[src/rtl/bsps_pkg.sv]
// ----------------------------------------------------------------------------
// bsps_pkg
// Shared types, codes and limits for the bistable solenoid pulse sequencer.
// ----------------------------------------------------------------------------
package bsps_pkg;

  localparam int TIME_BITS_DEF = 32;

  localparam int IN_DATA_W  = 88;
  localparam int OUT_DATA_W = 32;

  localparam logic [15:0] PULSE_MIN  = 16'd20;
  localparam logic [15:0] PULSE_MAX  = 16'd500;
  localparam logic [15:0] COOL_MIN   = 16'd250;
  localparam logic [15:0] COOL_MAX   = 16'd30000;
  localparam logic [15:0] REPEAT_MAX = 16'd10000;
  localparam int          HALL_TIMEOUT_MS = 1000;

  localparam logic [8:0]  PULSE_LEN_RST = 9'd100;
  localparam logic [14:0] COOL_LEN_RST  = 15'd500;
  localparam logic [14:0] SWITCH_MAX    = 15'h7fff;

  typedef enum logic [1:0] {
    OP_TICK    = 2'd0,
    OP_START   = 2'd1,
    OP_ARM     = 2'd2,
    OP_RELEASE = 2'd3
  } opcode_t;

  typedef enum logic [1:0] {
    PH_IDLE  = 2'd0,
    PH_PULSE = 2'd1,
    PH_WAIT  = 2'd2,
    PH_COOL  = 2'd3
  } phase_t;

  typedef enum logic [1:0] {
    ST_OK        = 2'd0,
    ST_NOT_ARMED = 2'd1,
    ST_BUSY      = 2'd2,
    ST_BAD_PARAM = 2'd3
  } status_t;

  typedef struct packed {
    opcode_t     opcode;
    logic [31:0] now_ms;
    logic        run_allowed;
    logic        hall_a_active;
    logic        hall_b_active;
    logic        start_direction;
    logic [15:0] pulse_length_ms;
    logic [15:0] cooldown_ms;
    logic [15:0] repeat_count;
  } item_t;

  typedef struct packed {
    status_t     status;
    logic        drive_enable;
    logic        coil_a;
    logic        coil_b;
    logic        busy_res;
    logic        armed;
    logic [14:0] switch_count;
    logic        failure_count;
    phase_t      phase;
  } result_t;

endpackage

[src/rtl/bsps_core.sv]
// ----------------------------------------------------------------------------
// bsps_core
// Sequencer state and the single-pass step logic for one item.
// ----------------------------------------------------------------------------
module bsps_core #(
  parameter int TIME_BITS = bsps_pkg::TIME_BITS_DEF
) (
  input  logic              clk,
  input  logic              rst,
  input  logic              fire,
  input  bsps_pkg::item_t   item,
  output bsps_pkg::result_t result
);

  logic                  armed_flag, armed_flag_next;
  bsps_pkg::phase_t      run_phase, run_phase_next;
  logic                  pulse_side, pulse_side_next;
  logic [TIME_BITS-1:0]  phase_start_ms, phase_start_ms_next;
  logic [8:0]            pulse_length, pulse_length_next;
  logic [14:0]           cooldown_length, cooldown_length_next;
  logic [14:0]           pulses_left, pulses_left_next;
  logic [14:0]           switch_total, switch_total_next;
  logic                  failure_total, failure_total_next;
  logic                  enable_out, enable_out_next;
  logic                  side_a_out, side_a_out_next;
  logic                  side_b_out, side_b_out_next;
  bsps_pkg::status_t     status;

  logic [TIME_BITS-1:0]  now_t;
  logic [TIME_BITS-1:0]  el;

  assign now_t = item.now_ms[TIME_BITS-1:0];
  assign el    = now_t - phase_start_ms;

  always_comb begin
    logic                 moved;
    logic [TIME_BITS-1:0] el_c;
    logic                 hit;
    logic                 bad;

    armed_flag_next      = armed_flag;
    run_phase_next       = run_phase;
    pulse_side_next      = pulse_side;
    phase_start_ms_next  = phase_start_ms;
    pulse_length_next    = pulse_length;
    cooldown_length_next = cooldown_length;
    pulses_left_next     = pulses_left;
    switch_total_next    = switch_total;
    failure_total_next   = failure_total;
    enable_out_next      = enable_out;
    side_a_out_next      = side_a_out;
    side_b_out_next      = side_b_out;
    status               = bsps_pkg::ST_OK;
    moved                = 1'b0;
    el_c                 = el;
    hit                  = 1'b0;
    bad                  = 1'b0;

    case (item.opcode)
      bsps_pkg::OP_TICK: begin
        if (!item.run_allowed) begin
          enable_out_next = 1'b0;
          side_a_out_next = 1'b0;
          side_b_out_next = 1'b0;
          run_phase_next  = bsps_pkg::PH_IDLE;
          armed_flag_next = 1'b0;
        end else begin
          // end of pulse: drop enable, start the Hall wait
          if (run_phase_next == bsps_pkg::PH_PULSE &&
              el_c >= TIME_BITS'(pulse_length)) begin
            enable_out_next     = 1'b0;
            run_phase_next      = bsps_pkg::PH_WAIT;
            phase_start_ms_next = now_t;
            moved               = 1'b1;
          end
          el_c = moved ? '0 : el;
          if (run_phase_next == bsps_pkg::PH_WAIT) begin
            hit = pulse_side ? item.hall_b_active : item.hall_a_active;
            if (hit) begin
              if (switch_total < bsps_pkg::SWITCH_MAX) begin
                switch_total_next = switch_total + 15'd1;
              end
              run_phase_next      = bsps_pkg::PH_COOL;
              phase_start_ms_next = now_t;
              moved               = 1'b1;
            end else if (el_c >= TIME_BITS'(bsps_pkg::HALL_TIMEOUT_MS)) begin
              failure_total_next = 1'b1;
              enable_out_next    = 1'b0;
              side_a_out_next    = 1'b0;
              side_b_out_next    = 1'b0;
              run_phase_next     = bsps_pkg::PH_IDLE;
            end
          end
          el_c = moved ? '0 : el;
          if (run_phase_next == bsps_pkg::PH_COOL &&
              el_c >= TIME_BITS'(cooldown_length)) begin
            if (pulses_left <= 15'd1) begin
              pulses_left_next = '0;
              enable_out_next  = 1'b0;
              side_a_out_next  = 1'b0;
              side_b_out_next  = 1'b0;
              run_phase_next   = bsps_pkg::PH_IDLE;
            end else begin
              pulses_left_next    = pulses_left - 15'd1;
              pulse_side_next     = ~pulse_side;
              side_a_out_next     = pulse_side;
              side_b_out_next     = ~pulse_side;
              enable_out_next     = 1'b1;
              run_phase_next      = bsps_pkg::PH_PULSE;
              phase_start_ms_next = now_t;
            end
          end
        end
      end
      bsps_pkg::OP_START: begin
        bad = (item.pulse_length_ms < bsps_pkg::PULSE_MIN) ||
              (item.pulse_length_ms > bsps_pkg::PULSE_MAX) ||
              (item.repeat_count    > bsps_pkg::REPEAT_MAX) ||
              (item.cooldown_ms     < bsps_pkg::COOL_MIN) ||
              (item.cooldown_ms     > bsps_pkg::COOL_MAX);
        if (!armed_flag) begin
          status = bsps_pkg::ST_NOT_ARMED;
        end else if (run_phase != bsps_pkg::PH_IDLE) begin
          status = bsps_pkg::ST_BUSY;
        end else if (bad) begin
          status = bsps_pkg::ST_BAD_PARAM;
        end else begin
          pulse_length_next    = item.pulse_length_ms[8:0];
          cooldown_length_next = item.cooldown_ms[14:0];
          // count is at most 10000 here, so doubling fits in 15 bits
          pulses_left_next     = (item.repeat_count == 16'd0) ? 15'd1
                                 : {item.repeat_count[13:0], 1'b0};
          switch_total_next    = '0;
          failure_total_next   = 1'b0;
          pulse_side_next      = item.start_direction;
          side_a_out_next      = ~item.start_direction;
          side_b_out_next      = item.start_direction;
          enable_out_next      = 1'b1;
          run_phase_next       = bsps_pkg::PH_PULSE;
          phase_start_ms_next  = now_t;
        end
      end
      bsps_pkg::OP_ARM: begin
        armed_flag_next = 1'b1;
      end
      default: begin
        enable_out_next = 1'b0;
        side_a_out_next = 1'b0;
        side_b_out_next = 1'b0;
        run_phase_next  = bsps_pkg::PH_IDLE;
        armed_flag_next = 1'b0;
      end
    endcase
  end

  always_comb begin
    result.status        = status;
    result.drive_enable  = enable_out_next;
    result.coil_a        = side_a_out_next;
    result.coil_b        = side_b_out_next;
    result.busy_res      = (run_phase_next != bsps_pkg::PH_IDLE);
    result.armed         = armed_flag_next;
    result.switch_count  = switch_total_next;
    result.failure_count = failure_total_next;
    result.phase         = run_phase_next;
  end

  always_ff @(posedge clk) begin
    if (rst) begin
      armed_flag      <= 1'b0;
      run_phase       <= bsps_pkg::PH_IDLE;
      pulse_side      <= 1'b0;
      phase_start_ms  <= '0;
      pulse_length    <= bsps_pkg::PULSE_LEN_RST;
      cooldown_length <= bsps_pkg::COOL_LEN_RST;
      pulses_left     <= '0;
      switch_total    <= '0;
      failure_total   <= 1'b0;
      enable_out      <= 1'b0;
      side_a_out      <= 1'b0;
      side_b_out      <= 1'b0;
    end else if (fire) begin
      armed_flag      <= armed_flag_next;
      run_phase       <= run_phase_next;
      pulse_side      <= pulse_side_next;
      phase_start_ms  <= phase_start_ms_next;
      pulse_length    <= pulse_length_next;
      cooldown_length <= cooldown_length_next;
      pulses_left     <= pulses_left_next;
      switch_total    <= switch_total_next;
      failure_total   <= failure_total_next;
      enable_out      <= enable_out_next;
      side_a_out      <= side_a_out_next;
      side_b_out      <= side_b_out_next;
    end
  end

endmodule

[src/rtl/bsps_out_buf.sv]
// ----------------------------------------------------------------------------
// bsps_out_buf
// Two-entry result buffer; ready depends only on its own occupancy.
// ----------------------------------------------------------------------------
module bsps_out_buf (
  input  logic              clk,
  input  logic              rst,
  input  logic              push,
  input  bsps_pkg::result_t push_data,
  output logic              full,
  output logic              out_valid,
  input  logic              out_ready,
  output bsps_pkg::result_t out_data
);

  bsps_pkg::result_t entry [2];
  logic              wr_ptr;
  logic              rd_ptr;
  logic [1:0]        count;
  logic              pop;

  assign pop       = out_valid && out_ready;
  assign full      = (count == 2'd2);
  assign out_valid = (count != 2'd0);
  assign out_data  = entry[rd_ptr];

  always_ff @(posedge clk) begin
    if (push) begin
      entry[wr_ptr] <= push_data;
    end
  end

  always_ff @(posedge clk) begin
    if (rst) begin
      wr_ptr <= 1'b0;
      rd_ptr <= 1'b0;
      count  <= '0;
    end else begin
      if (push) wr_ptr <= ~wr_ptr;
      if (pop)  rd_ptr <= ~rd_ptr;
      case ({push, pop})
        2'b10:   count <= count + 2'd1;
        2'b01:   count <= count - 2'd1;
        default: count <= count;
      endcase
    end
  end

endmodule

[src/rtl/bistable_solenoid_pulse_sequencer.sv]
// ----------------------------------------------------------------------------
// bistable_solenoid_pulse_sequencer
// Event-driven pulse sequencer for a bistable solenoid with Hall feedback.
// ----------------------------------------------------------------------------
// Each input item is one timestamped event (tick, start, arm, release) and
// produces exactly one result item carrying the status of the event and the
// coil, phase and counter state after it. The block takes one item per clock
// cycle while the output buffer has room: the item is held in an input
// register, the whole step (elapsed-time compares, start checks, phase
// advance, counter updates) is one pass of combinational logic, and the
// result lands in a two-entry output buffer. s_axis_tready stays high
// while a result waits, and drops only once the output buffer holds two
// results and the input register holds a third item. Only the low TIME_BITS
// bits of now_ms are used; elapsed time wraps modulo 2^TIME_BITS.
// ----------------------------------------------------------------------------
module bistable_solenoid_pulse_sequencer #(
  parameter int TIME_BITS = bsps_pkg::TIME_BITS_DEF
) (
  input  logic                            clk,
  input  logic                            rst,
  input  logic                            s_axis_tvalid,
  output logic                            s_axis_tready,
  // tdata, low bit up: now_ms[31:0], run_allowed, hall_a_active,
  // hall_b_active, start_direction, pulse_length_ms[15:0], cooldown_ms[15:0],
  // repeat_count[15:0], 4 zero bits
  input  logic [bsps_pkg::IN_DATA_W-1:0]  s_axis_tdata,
  // tuser: opcode[1:0]
  input  logic [1:0]                      s_axis_tuser,
  output logic                            m_axis_tvalid,
  input  logic                            m_axis_tready,
  // tdata, low bit up: status[1:0], drive_enable, coil_a, coil_b, busy_res,
  // armed, switch_count[14:0], failure_count, phase[1:0], 7 zero bits
  output logic [bsps_pkg::OUT_DATA_W-1:0] m_axis_tdata
);

  bsps_pkg::item_t   in_item;
  logic              in_valid;
  logic              buf_full;
  logic              fire;
  bsps_pkg::result_t step_result;
  bsps_pkg::result_t out_result;

  // advance the held item whenever the output buffer has room
  assign fire          = in_valid && !buf_full;
  assign s_axis_tready = !in_valid || !buf_full;

  always_ff @(posedge clk) begin
    if (rst) begin
      in_valid <= 1'b0;
    end else if (s_axis_tready) begin
      in_valid <= s_axis_tvalid;
    end
  end

  // hold payload while stalled
  always_ff @(posedge clk) begin
    if (s_axis_tready && s_axis_tvalid) begin
      in_item.opcode          <= bsps_pkg::opcode_t'(s_axis_tuser);
      in_item.now_ms          <= s_axis_tdata[31:0];
      in_item.run_allowed     <= s_axis_tdata[32];
      in_item.hall_a_active   <= s_axis_tdata[33];
      in_item.hall_b_active   <= s_axis_tdata[34];
      in_item.start_direction <= s_axis_tdata[35];
      in_item.pulse_length_ms <= s_axis_tdata[51:36];
      in_item.cooldown_ms     <= s_axis_tdata[67:52];
      in_item.repeat_count    <= s_axis_tdata[83:68];
    end
  end

  bsps_core #(
    .TIME_BITS(TIME_BITS)
  ) u_core (
    .clk    (clk),
    .rst    (rst),
    .fire   (fire),
    .item   (in_item),
    .result (step_result)
  );

  bsps_out_buf u_out_buf (
    .clk       (clk),
    .rst       (rst),
    .push      (fire),
    .push_data (step_result),
    .full      (buf_full),
    .out_valid (m_axis_tvalid),
    .out_ready (m_axis_tready),
    .out_data  (out_result)
  );

  assign m_axis_tdata = {7'd0,
                         out_result.phase,
                         out_result.failure_count,
                         out_result.switch_count,
                         out_result.armed,
                         out_result.busy_res,
                         out_result.coil_b,
                         out_result.coil_a,
                         out_result.drive_enable,
                         out_result.status};

`ifndef ASSERT_OFF
  // never select both coil sides at once
  a_one_side: assert property (@(posedge clk) disable iff (rst)
    m_axis_tvalid |-> !(m_axis_tdata[3] && m_axis_tdata[4]))
    else $error("both coil sides selected");

  // the coil is energized only in the pulsing phase
  a_enable_phase: assert property (@(posedge clk) disable iff (rst)
    (m_axis_tvalid && m_axis_tdata[2]) |->
      (m_axis_tdata[24:23] == bsps_pkg::PH_PULSE))
    else $error("drive enabled outside pulsing phase");

  // input stalls only with a held item and a full output buffer
  a_stall_cause: assert property (@(posedge clk) disable iff (rst)
    !s_axis_tready |-> (in_valid && buf_full))
    else $error("input stalled without backpressure");

  // busy flag agrees with the reported phase
  a_busy_phase: assert property (@(posedge clk) disable iff (rst)
    m_axis_tvalid |-> (m_axis_tdata[5] == (m_axis_tdata[24:23] != bsps_pkg::PH_IDLE)))
    else $error("busy flag disagrees with phase");
`endif

endmodule
[config.mk]
export PLATFORM = sky130hd
export DESIGN_NAME = bistable_solenoid_pulse_sequencer
export DESIGN_NICKNAME = d
export VERILOG_FILES = /design/src/rtl/bsps_pkg.sv /design/src/rtl/bsps_core.sv /design/src/rtl/bsps_out_buf.sv /design/src/rtl/bistable_solenoid_pulse_sequencer.sv
export SDC_FILE = /design/constraint.sdc
export NUM_CORES = 1
export LEC_CHECK = 0
export ABC_CLOCK_PERIOD_IN_PS = 16820
export BUFFER_PORTS_ARGS = -buffer_cell sky130_fd_sc_hd__buf_2
export CORE_AREA = 2 2 133 161
export CTS_CLUSTER_DIAMETER = 200
export DETAILED_ROUTE_END_ITERATION = 16
export DIE_AREA = 0 0 135 163
export PLACE_DENSITY = 0.81
export RECOVER_POWER = 100
export SKIP_LAST_GASP = 1
export SYNTH_ARGS = -nofsm -noshare
export SYNTH_HDL_FRONTEND = slang
export SYNTH_SLANG_ARGS = --single-unit
[constraint.sdc]
create_clock -name clk -period 16.82 [get_ports clk]
set_clock_uncertainty 0.05 [all_clocks]
set_input_delay 0.841 -clock clk [delete_from_list [all_inputs] [get_ports clk]]
set_output_delay 0.841 -clock clk [all_outputs]
set_load 0.005 [all_outputs]
* Word level (Yosys, flattened, before mapping)
Memories as Yosys holds them, arrays and structs flattened. A register that Yosys moved wholly into a read port is not among the register bits.
Cells that the tools add are included.
** Storage, ports and cells
- Output and inout bits :: 34
- Memories :: 1
- Register bits after elaboration :: 185
- Bits in writable memories :: 50
- Input bits :: 94
- Logic and storage cells :: 192
** Memories
- u_out_buf.entry :: depth 2, bits a word 25, read ports 1, clocked after memory_dff 1, write ports 1, line bsps_out_buf.sv:16 : bsps_pkg::result_t entry [2];
** Cells by class
- Reductions and logical operators :: 23
- Order comparisons :: 10
- $add $sub $neg :: 5
- Muxes and demuxes :: 108
- Equal/unequal tests :: 14
- Bitwise gates (word level) :: 6
** Operators by type and width (count)
- two-way mux 32 bit :: 11
- two-way mux 15 bit :: 14
- one-hot mux 32 bit (2 select lines) :: 1
- one-hot mux 15 bit (2 select lines) :: 2
- two-way mux 1 bit :: 55
- two-way mux 2 bit :: 17
- >= comparator 32 x 10 -> 1 bit, second input constant :: 1
- >= comparator 32 x 15 -> 1 bit :: 1
- >= comparator 32 x 9 -> 1 bit :: 1
- subtractor 32 bit :: 1
- greater-than comparator 16 x 14 -> 1 bit, second input constant :: 1
- greater-than comparator 16 x 15 -> 1 bit, second input constant :: 1
- greater-than comparator 16 x 9 -> 1 bit, second input constant :: 1
- logical NOT 16 bit :: 1
- less-than comparator 16 x 5 -> 1 bit, second input constant :: 1
- less-than comparator 16 x 8 -> 1 bit, second input constant :: 1
- adder 15 x 1 -> 15 bit, second input constant :: 1
- less-or-equal comparator 15 x 1 -> 1 bit, second input constant :: 1
- less-than comparator 15 bit, second input constant :: 1
- subtractor 15 x 1 -> 15 bit, second input constant :: 1
- one-hot mux 1 bit (3 select lines) :: 4
- equality test 2 bit, second input constant :: 5
- nonzero test 2 bit :: 5
- inequality test 2 bit, second input constant :: 4
- other kinds (16) :: 34

* Longest topological paths before layout
Gate-level depths: netlist of the first run.
- Word-level depth :: 19
- Mapped depth :: 32
- Depth with buffers taken out :: 30

* By module
From an unflattened synthesis of the first run, not the netlist that was laid out.
** Unflattened totals
- Cell total of the unflattened synthesis :: 1277
- Area total of the unflattened synthesis :: 12492.0 µm²
** By module, submodules not included
- bsps_core :: times used 1, seq. area each 1881.8 µm², cells an instance 1076, area each 7792.5 µm²
- bistable_solenoid_pulse_sequencer :: times used 1, seq. area each 2602.5 µm², cells an instance 100, area each 2686.3 µm²
- bsps_out_buf :: times used 1, seq. area each 1601.5 µm², cells an instance 101, area each 2013.2 µm²

* Worst setup path before layout of the first run
No wires, ideal clock.
- Kind :: flip-flop to flip-flop
- Start point :: register in_item[52] in the netlist's numbering
- End point :: register u_core.phase_start_ms[10]
- Data required time :: 16.650 ns
- Library setup time :: 0.120 ns
- Buffers on the path :: 2
- Path slack :: 10.469 ns
- Cell stages (with the launch flop) :: 32
- Clock period less this slack :: 6.351 ns
- Data arrival time :: 6.181 ns
- Path through :: edfxtp_1 > inv_1 > ha_1 > inv_1 > fa_1 > a21o_1 > a221oi_1 > xnor2_1 > ha_1 > a21oi_1 > a21boi_0 > o21ai_0 > o311ai_0 > nor3_1 > o211a_1 > a211o_1 > nand2_1 > or2_2 > ha_1 > nand2b_1 > a211oi_1 > o21ai_0 > a2111oi_0 > nor2_1 > o21ba_2 > o221a_2 > a31oi_1 > and2_1 > o31a_1 > buf_6 > buf_6 > mux2i_1
** Between the ends
- Longest elaborated chain between the ends :: 18
- Elaborated cells on any way between the ends :: 32
- Classes of those cells :: add/sub: 1; order compare: 3; eq/ne: 2; mux: 24; reduce/logical: 2
** Ends and longest elaborated chain
- from (decl) :: line bistable_solenoid_pulse_sequencer.sv:36 : bsps_pkg::item_t in_item;
- subtractor 32 bit * :: line bsps_core.sv:33 : assign el = now_t - phase_start_ms;
- >= comparator 32 x 9 -> 1 bit :: line bsps_core.sv:70 : el_c >= TIME_BITS'(pulse_length)) begin
- logical AND 1 bit :: line bsps_core.sv:69 : if (run_phase_next == bsps_pkg::PH_PULSE &&
- two-way mux 1 bit :: line bsps_core.sv:69
- two-way mux 1 bit :: line bsps_core.sv:61 : if (!item.run_allowed) begin
- two-way mux 1 bit :: line bsps_core.sv:59 : case (item.opcode)
- two-way mux 32 bit :: line bsps_core.sv:76 : el_c = moved ? '0 : el;
- >= comparator 32 x 10 -> 1 bit :: line bsps_core.sv:86 : end else if (el_c >= TIME_BITS'(bsps_pkg::HALL_TIMEOUT_MS)) begin
- [2 not listed]
- two-way mux 2 bit :: line bsps_core.sv:77 : if (run_phase_next == bsps_pkg::PH_WAIT) begin
- two-way mux 2 bit :: line bsps_core.sv:61
- two-way mux 2 bit :: line bsps_core.sv:59
- equality test 2 bit :: line bsps_core.sv:95 : if (run_phase_next == bsps_pkg::PH_COOL &&
- logical AND 1 bit :: line bsps_core.sv:95
- two-way mux 32 bit * :: line bsps_core.sv:95
- two-way mux 32 bit * :: line bsps_core.sv:61
- one-hot mux 32 bit (2 select lines) * :: line bsps_core.sv:59
- to (signal assigned) :: line bsps_core.sv:186 : phase_start_ms <= phase_start_ms_next;
- to (decl) :: line bsps_core.sv:18 : logic [TIME_BITS-1:0] phase_start_ms, phase_start_ms_next;
Every way passes the cells marked *; elsewhere a longest branch is shown, timed or not. The select of a mux whose other input is x is not followed.
A chain may end at the register's enable or synchronous reset.

* Worst setup path after layout of the first run
- Start point :: register in_item[52] in the netlist's numbering
- End point :: register u_core.phase_start_ms[29]
Same word-level chain as after synthesis.

==> run summary, run 1 <==
Layout area overhead: 11.4%
Dpl hpwl: 20300 µm
Busiest grt layer: met2
Row count: 58
Final worst path period need: 9.52 ns
Yosys cell types: 81
Routed wire length: 29100 µm
Slew Limit Headroom: -2.22
CTS resizes: 0
P_leak: 5.23 nW
Fin crit share: 0.566
Clock power frac: 0.381
Startpoint types: flop
DRC: 0
Met2 GRT Util: 0.490
Final #Nets: 1552
Top_reg_cell synth: edfxtp_1
# IOs: 128
Net Sw Power: 0.000378 W
Met1 Use GR: 0.298
RSZ-0062 raised after global routing: false
Worst hold path type: reg -> reg
Synth area leader: edfxtp_1
Commonest non-fill, non-tap cell in the layout: edfxtp_1
Vias in the first global route: 9877
# diodes: 0
CTS tree: built
# Post-CTS Setup Buffers: 0
Crit Path Max Fanout: 32
Synthesized instance count: 1303
Worst vdd ir: 120 µV
Slew Viols, Final: 253
Via count: 10300
Iteration-0 DRC Markers: 897
Highest clock rate: 0.105 GHz
Post-Syn Area: 0.0128 mm²
Outcome: finished, violations left
Fin. Hold Viols: 0
Yosys warnings: 0
Die Height: 163 µm
Synth top area share: 0.318
Port bufs: 116
Die Width: 135 µm
DR vias/cell: 6.09
Grt total ovfl: 0
Layout cells sized above 1: 0.138
Async SR Flop Fraction: 0
Part of the power in registers: 0.466
#FFs+latches synth: 236
Later-pin clock latency in the skew report: 0.53 ns
Max Cap Viol: 3
Failing checks: max-capacitance violations, max-slew violations
Drt wl/cell: 17.2 µm
H-Tree Depth: 1
Placer Congestion: 0.858
Clk sinks: 236
Cts-stage hold buffer count: 0
Reg2Reg Setup Slack: 7.30 ns
Finish-stage setup viols: 0
Met3 Use GR: 0.0299
Largest net degree at the start of global routing: 133
Full die area: 0.0220 mm²
Synth top area cells: edfxtp_1 32%, dfxtp_1 16%, ha_1 5.8%, nand2b_1 3.9%, nand2_1 3.6%
Number of synthesized flops with an enable pin: 136
Synthesized area per cell: 9.85 µm²
Crit Path Class: reg -> reg
CTS Buf Count: 24
Root Buffer: clkbuf_16
1st-pass router iterations: 5
Crit end category: flop
Clock slew at reported path FFs: 0.06 ns
Overall Power: 0.00144 W
Worst path required time: 17.09 ns
Initial antenna violation count: 0
Antenna Nets Post-Route: 0
Most frequent cells in the layout: 136 x edfxtp_1, 123 x nand2_1, 106 x buf_2, 100 x dfxtp_1, 85 x a21oi_1
Total GRT Usage: 0.260
Filler cells: 1581
Worst slew pin tran: 4.83 ns
Global-route wire length before repair: 46500 µm
Ratio of total power to cell area: 101 mW/mm²
Bufs on Longest Clock Path: 3
Starting Density: 0.623
Worst EP arrival: 9.79 ns
Part of the Yosys area used for sequential elements: 0.474
Share of power burned in combinational logic: 0.153
Switching Fraction: 0.262
Setup TNS: 0 ns
Int Pwr: 0.00106 W
Core Box Area: 0.0206 mm²
-- path summary, 6_finish.rpt --
kind / startpoint / endpoint / cells after the start
setup / recovery: in_item[52]$_DFFE_PP_ / u_core.phase_start_ms[29]$_SDFFE_PP0P_ / 27
hold / removal: u_core.pulse_length[4]$_SDFFE_PP0P_ / u_core.pulse_length[4]$_SDFFE_PP0P_ / 2
setup reg to reg: in_item[52]$_DFFE_PP_ / u_core.phase_start_ms[29]$_SDFFE_PP0P_ / 27
hold reg to reg: u_core.pulse_length[4]$_SDFFE_PP0P_ / u_core.pulse_length[4]$_SDFFE_PP0P_ / 2
-- power by group through the flow --
stage	clock, W	combinational, W	sequential, W
2_1_floorplan	0	0.000164	0.000669
3_3_place_gp	0	0.000214	0.000682
3_5_place_dp	0	0.000219	0.000683
4_1_cts	0.000558	0.000222	0.000671
5_1_grt	0.000581	0.000243	0.000676
6_report	0.000550	0.000221	0.000673
-- worst max-delay path, stage by stage, from the launching register on --
cell,delay (ns)
edfxtp_1,0.44
inv_1,0.09
ha_1,0.16
inv_1,0.05
fa_1,0.40
a21o_1,0.21
a311o_1,0.37
a221oi_1,0.68
o211ai_1,0.31
a21oi_1,0.23
xor2_1,0.24
nand4b_1,0.13
nor4b_1,0.70
a211o_1,0.47
nand2_1,0.29
or2_2,0.35
ha_1,0.27
nand2b_1,0.10
a211oi_1,0.06
o21ai_0,0.20
a2111oi_0,0.18
nor3_1,0.31
nand2_1,0.09
o221a_2,0.25
a31oi_1,0.48
and2_0,0.25
o31a_1,1.66
mux2i_1,0.27
-- final cells by class --
type / instances / area, µm² / area share
multi-input cells: 935 / 6150 / 0.430
clock inverters: 12 / 151 / 0.0106
well taps: 270 / 338 / 0.0236
clock buffers: 32 / 678 / 0.0474
flip-flops and latches: 236 / 6090 / 0.426
repair buffers: 123 / 598 / 0.0418
inverters: 78 / 293 / 0.0205
-- metrics by stage --
step           std cells  setup WS (ns)  utilization  cell area (µm²)  hold WS (ns)
2_1_floorplan       1309          10.47            -            12900         0.386
3_3_place_gp        1642           8.80        0.657            13600         0.394
3_5_place_dp        1642           8.50        0.657            13600         0.400
4_1_cts             1686           8.50        0.698            14400         0.409
5_1_grt             1686           6.70        0.694            14300         0.418
6_report            1686           7.30        0.694            14300         0.409
-- cells by family (layout without fill, tap and decap cells) --
logic type,after synthesis,after routing,share of synthesized area
AND/OR/NAND/NOR,452,452,0.180
XOR/XNOR,35,35,0.0239
adder cells (fa/ha/maj),60,60,0.0591
buffers and inverters,138,245,0.0457
flip-flops,236,236,0.474
multiplexers,69,69,0.0565
other,1,7,0.000292
AO/OA/AOI/OAI,312,312,0.160
-- synthesized netlist by cell type (4+ instances only) --
cell        n
ha_1       59
o21ai_0    65
nor3_1     29
inv_1      77
edfxtp_1  136
or4_1       4
a211o_1    16
buf_2       4
o211ai_1   10
nand4_1    12
xnor2_1    24
nor4_1     15
xor2_1     11
o31ai_1     6
a311oi_1    4
nor2_1     84
a21o_1     17
mux2i_1    41
nand2b_1   79
and3_1     20
dfxtp_1   100
clkbuf_1   44
nand3b_1    7
nand2_1   123
o21a_1     14
a31oi_1    19
o32ai_1     4
nand3_1    30
a21oi_2     4
a211oi_1   18
buf_6       5
mux2_2     28
and4_1      9
and2_1      7
or2_2       8
nor2b_1     5
or3_1       9
a221oi_1    4
buf_4       7
a21oi_1    85
-- flip-flops by register name, indices dropped and copies added (netlist names), named ones only --
signal and flops:
u_out_buf.wr_ptr 1, u_core.switch_total 15, u_core.failure_total 1, u_out_buf.count 2, u_core.armed_flag 1, u_core.pulse_length 9
in_item 86, u_core.side_b_out 1, u_core.pulses_left 15, in_valid 1, u_out_buf.rd_ptr 1, u_core.enable_out 1
u_out_buf.entry 50, u_core.phase_start_ms 32, u_core.side_a_out 1, u_core.run_phase 2, u_core.pulse_side 1, u_core.cooldown_length 15
-- metal layers --
layer  vias to the layer above  wire length, µm
met4                         0              958
li1                       4930                -
met1                      4847            11100
met5                         -                0
met3                        87             1570
met2                       404            15500
No activity file was read; power rests on OpenSTA's default activity.
==> inputs of run 2 (changes only) <==
--- a/config.mk
+++ b/config.mk
@@ -5,13 +5,14 @@
 export SDC_FILE = /design/constraint.sdc
 export NUM_CORES = 1
 export LEC_CHECK = 0
-export ABC_CLOCK_PERIOD_IN_PS = 16820
+export ABC_AREA = 1
+export ABC_CLOCK_PERIOD_IN_PS = 8100
 export BUFFER_PORTS_ARGS = -buffer_cell sky130_fd_sc_hd__buf_2
-export CORE_AREA = 2 2 133 161
+export CORE_AREA = 2 2 147 178
 export CTS_CLUSTER_DIAMETER = 200
 export DETAILED_ROUTE_END_ITERATION = 16
-export DIE_AREA = 0 0 135 163
-export PLACE_DENSITY = 0.81
+export DIE_AREA = 0 0 149 180
+export PLACE_DENSITY = 0.73
 export RECOVER_POWER = 100
 export SKIP_LAST_GASP = 1
 export SYNTH_ARGS = -nofsm -noshare
==> constraint.sdc (replaced) <==
create_clock -name clk -period 8.1 [get_ports clk]
set_clock_uncertainty 0.05 [all_clocks]
set_input_delay 0.405 -clock clk [delete_from_list [all_inputs] [get_ports clk]]
set_output_delay 0.405 -clock clk [all_outputs]
set_load 0.005 [all_outputs]
==> run 2 against run 1 <==
The flow still finishes with violations (max-capacitance violations, max-slew violations). Combinational power rose to 2.6 times the previous value. Routed wire length increased by 11%. Critical path depth rose by 11. Cell area rose by 9.5%. Fmax grew 37%. Total power grew 110%. Non-clock buffer count is 74 higher. Synthesized cell count is 32% higher. Largest power group unchanged. Highest routed layer unchanged.
==> run summary, run 2 <==
Outcome: finished, violations left
Failing checks: max-capacitance violations, max-slew violations
Reg2Reg Setup Slack: 1.13 ns
FF-to-FF End: u_core.phase_start_ms[9]$_SDFFE_PP0P_
Number of synthesized flops with an enable pin: 136
Synth top area share: 0.305
Largest reg by FF count: in_item
Later-pin clock latency in the skew report: 0.53 ns
Layout cells sized above 1: 0.0951
Top post-synthesis cells by count: 429 x nand2_1, 280 x inv_1, 177 x nor2_1, 136 x edfxtp_1, 115 x a21oi_1
Most common cell in the netlist: nand2_1
Core Box Area: 0.0251 mm²
Initial antenna violation count: 1
Fin. Hold Viols: 0
Worst path required time: 8.44 ns
Routed wire length: 32400 µm
# IOs: 128
Fin crit share: 0.860
Grt total ovfl: 0
Placer Congestion: 0.923
Antenna Nets Post-Route: 0
Worst vdd ir: 160 µV
Final #Nets: 2050
Yosys warnings: 0
Max Cap Viol: 4
#FFs+latches synth: 236
RSZ-0062 raised after global routing: false
Vias in the first global route: 11300
Worst slew pin tran: 3.62 ns
Crit end category: flop
Part of the Yosys area used for sequential elements: 0.455
Largest regs: in_item: 86 flops, u_out_buf.entry: 50 flops, u_core.phase_start_ms: 32 flops
Synth top area cells: edfxtp_1 31%, dfxtp_1 15%, nand2_1 12%, inv_1 7.9%, ha_1 5.5%
Final worst path period need: 6.97 ns
Top_reg_cell synth: edfxtp_1
Filler cells: 2248
Crit Path Class: reg -> reg
Ratio of total power to cell area: 196 mW/mm²
Iteration-0 DRC Markers: 713
Cts-stage hold buffer count: 65
Clk sinks: 236
Full die area: 0.0268 mm²
Setup TNS: 0 ns
FF-to-FF path depth: 38
Slew Limit Headroom: -1.42
Worst EP arrival: 7.31 ns
Total GRT Usage: 0.243
Port bufs: 116
Layout area overhead: 16.9%
Post-Syn Area: 0.0134 mm²
Hold depth: 1
Synth area leader: edfxtp_1
Async SR Flop Fraction: 0
Clock slew at reported path FFs: 0.06 ns
# Post-CTS Setup Buffers: 0
Most frequent cells in the layout: 430 x nand2_1, 279 x inv_1, 176 x nor2_1, 136 x edfxtp_1, 115 x a21oi_1
Startpoint types: flop
Starting Density: 0.532
Worst hold path type: in -> reg
Root Buffer: clkbuf_16
Reg-to-Reg Start: in_item[52]$_DFFE_PP_
Finish-stage setup viols: 0
DRC: 0
Hold path startpoint: s_axis_tdata[32]
Global-route wire length before repair: 53400 µm
Row count: 64
Synthesized area per cell: 7.79 µm²
Commonest non-fill, non-tap cell in the layout: nand2_1
Highest clock rate: 0.144 GHz
Crit Path Max Fanout: 20
Top cell by count, worst path: nand2_1
Synthesized instance count: 1718
Dpl hpwl: 22800 µm
Hold endpoint: in_item[51]$_DFFE_PP_
H-Tree Depth: 1
Slew Viols, Final: 196
Slowest cell on crit path: clkbuf_2
P_leak: 7.15 nW
CTS Buf Count: 24
Bufs on Longest Clock Path: 3
Slowest stage delay, CP: 0.47 ns
Largest net degree at the start of global routing: 68
Drt wl/cell: 14.4 µm
Die Width: 149 µm
Die Height: 180 µm
Via count: 11600
DR vias/cell: 5.19
1st-pass router iterations: 5
Yosys cell types: 49
Hold Slack: 0.0132 ns
Max FFs per register: 86
CTS tree: built
CTS resizes: 0
-- run 2: layout make-up --
cell class              instances  area [µm²]  area share
diodes                          2        5.00    0.000320
repair buffers                197        1310      0.0838
clock inverters                11         110     0.00704
inverters                     281        1060      0.0675
clock buffers                  33         656      0.0419
multi-input cells            1156        6010       0.384
flip-flops and latches        236        6090       0.389
well taps                     330         413      0.0264
-- run 2: report_power, final --
group          leakage (nW)  total, W  internal, W  switching [W]
Clock                 0.374   0.00109     0.000632       0.000460
Sequential             2.13   0.00140      0.00135      0.0000483
Combinational          4.65  0.000577     0.000222       0.000355
-- run 2: worst max-delay path by stage --
stage / from / endpoint / slack [ns] / cells after the start
after global placement: in_item[52]$_DFFE_PP_ / u_core.pulses_left[0]$_SDFFE_PP0P_ / 1.62 / 38
after detailed placement: in_item[52]$_DFFE_PP_ / u_core.pulses_left[0]$_SDFFE_PP0P_ / 1.48 / 37
after global routing: in_item[52]$_DFFE_PP_ / u_core.pulses_left[5]$_SDFFE_PP0P_ / 0.29 / 37
after CTS: in_item[52]$_DFFE_PP_ / u_core.pulses_left[0]$_SDFFE_PP0P_ / 1.46 / 37
final: in_item[52]$_DFFE_PP_ / u_core.phase_start_ms[9]$_SDFFE_PP0P_ / 1.13 / 38
after floorplan: in_item[52]$_DFFE_PP_ / u_core.pulses_left[12]$_SDFFE_PP0P_ / 2.94 / 39
-- run 2: cells by family (layout without fill, tap and decap cells) --
family / count (synthesis) / count (layout) / synth area share
buffers and inverters: 332 / 522 / 0.0982
DFF: 236 / 236 / 0.455
other: 1 / 9 / 0.000280
and+or+nand+nor: 793 / 793 / 0.249
xor gates and xnor gates: 30 / 30 / 0.0202
muxes: 25 / 25 / 0.0210
AOI/OAI and AO/OA: 241 / 241 / 0.100
adders and majority gates: 60 / 60 / 0.0566
-- run 2: critical path, delay by kind of cell, from the launching register on --
kind            cells  cell delay [ns]
compound gates     10             1.81
simple gates       19             2.63
fa+ha+maj           4             1.03
xor+xnor            1             0.23
flops               1             0.40
buf+inv             4             0.64
-- run 2: layer usage --
| metal | global-route usage | vias up | part of all wire |
|---|---|---|---|
| li1 | - | 5940 | - |
| met2 | 0.441 | 313 | 0.50 |
| met4 | 0.0842 | 0 | 0.033 |
| met1 | 0.295 | 5318 | 0.41 |
| met5 | 0 | - | 0 |
| met3 | 0.0289 | 77 | 0.051 |
-- run 2: stage by stage --
step                      cells  cell area (µm²)  power, W  setup WS [ns]  utilization
after detailed placement   2130            14200   0.00197           1.48        0.566
after CTS                  2239            15700   0.00308           1.46        0.623
after global placement     2130            14200   0.00196           1.62        0.566
final                      2246            15600   0.00306           1.13        0.622
after global routing       2245            15600   0.00323          0.289        0.622
after floorplan            1724            13400   0.00181           2.94            -
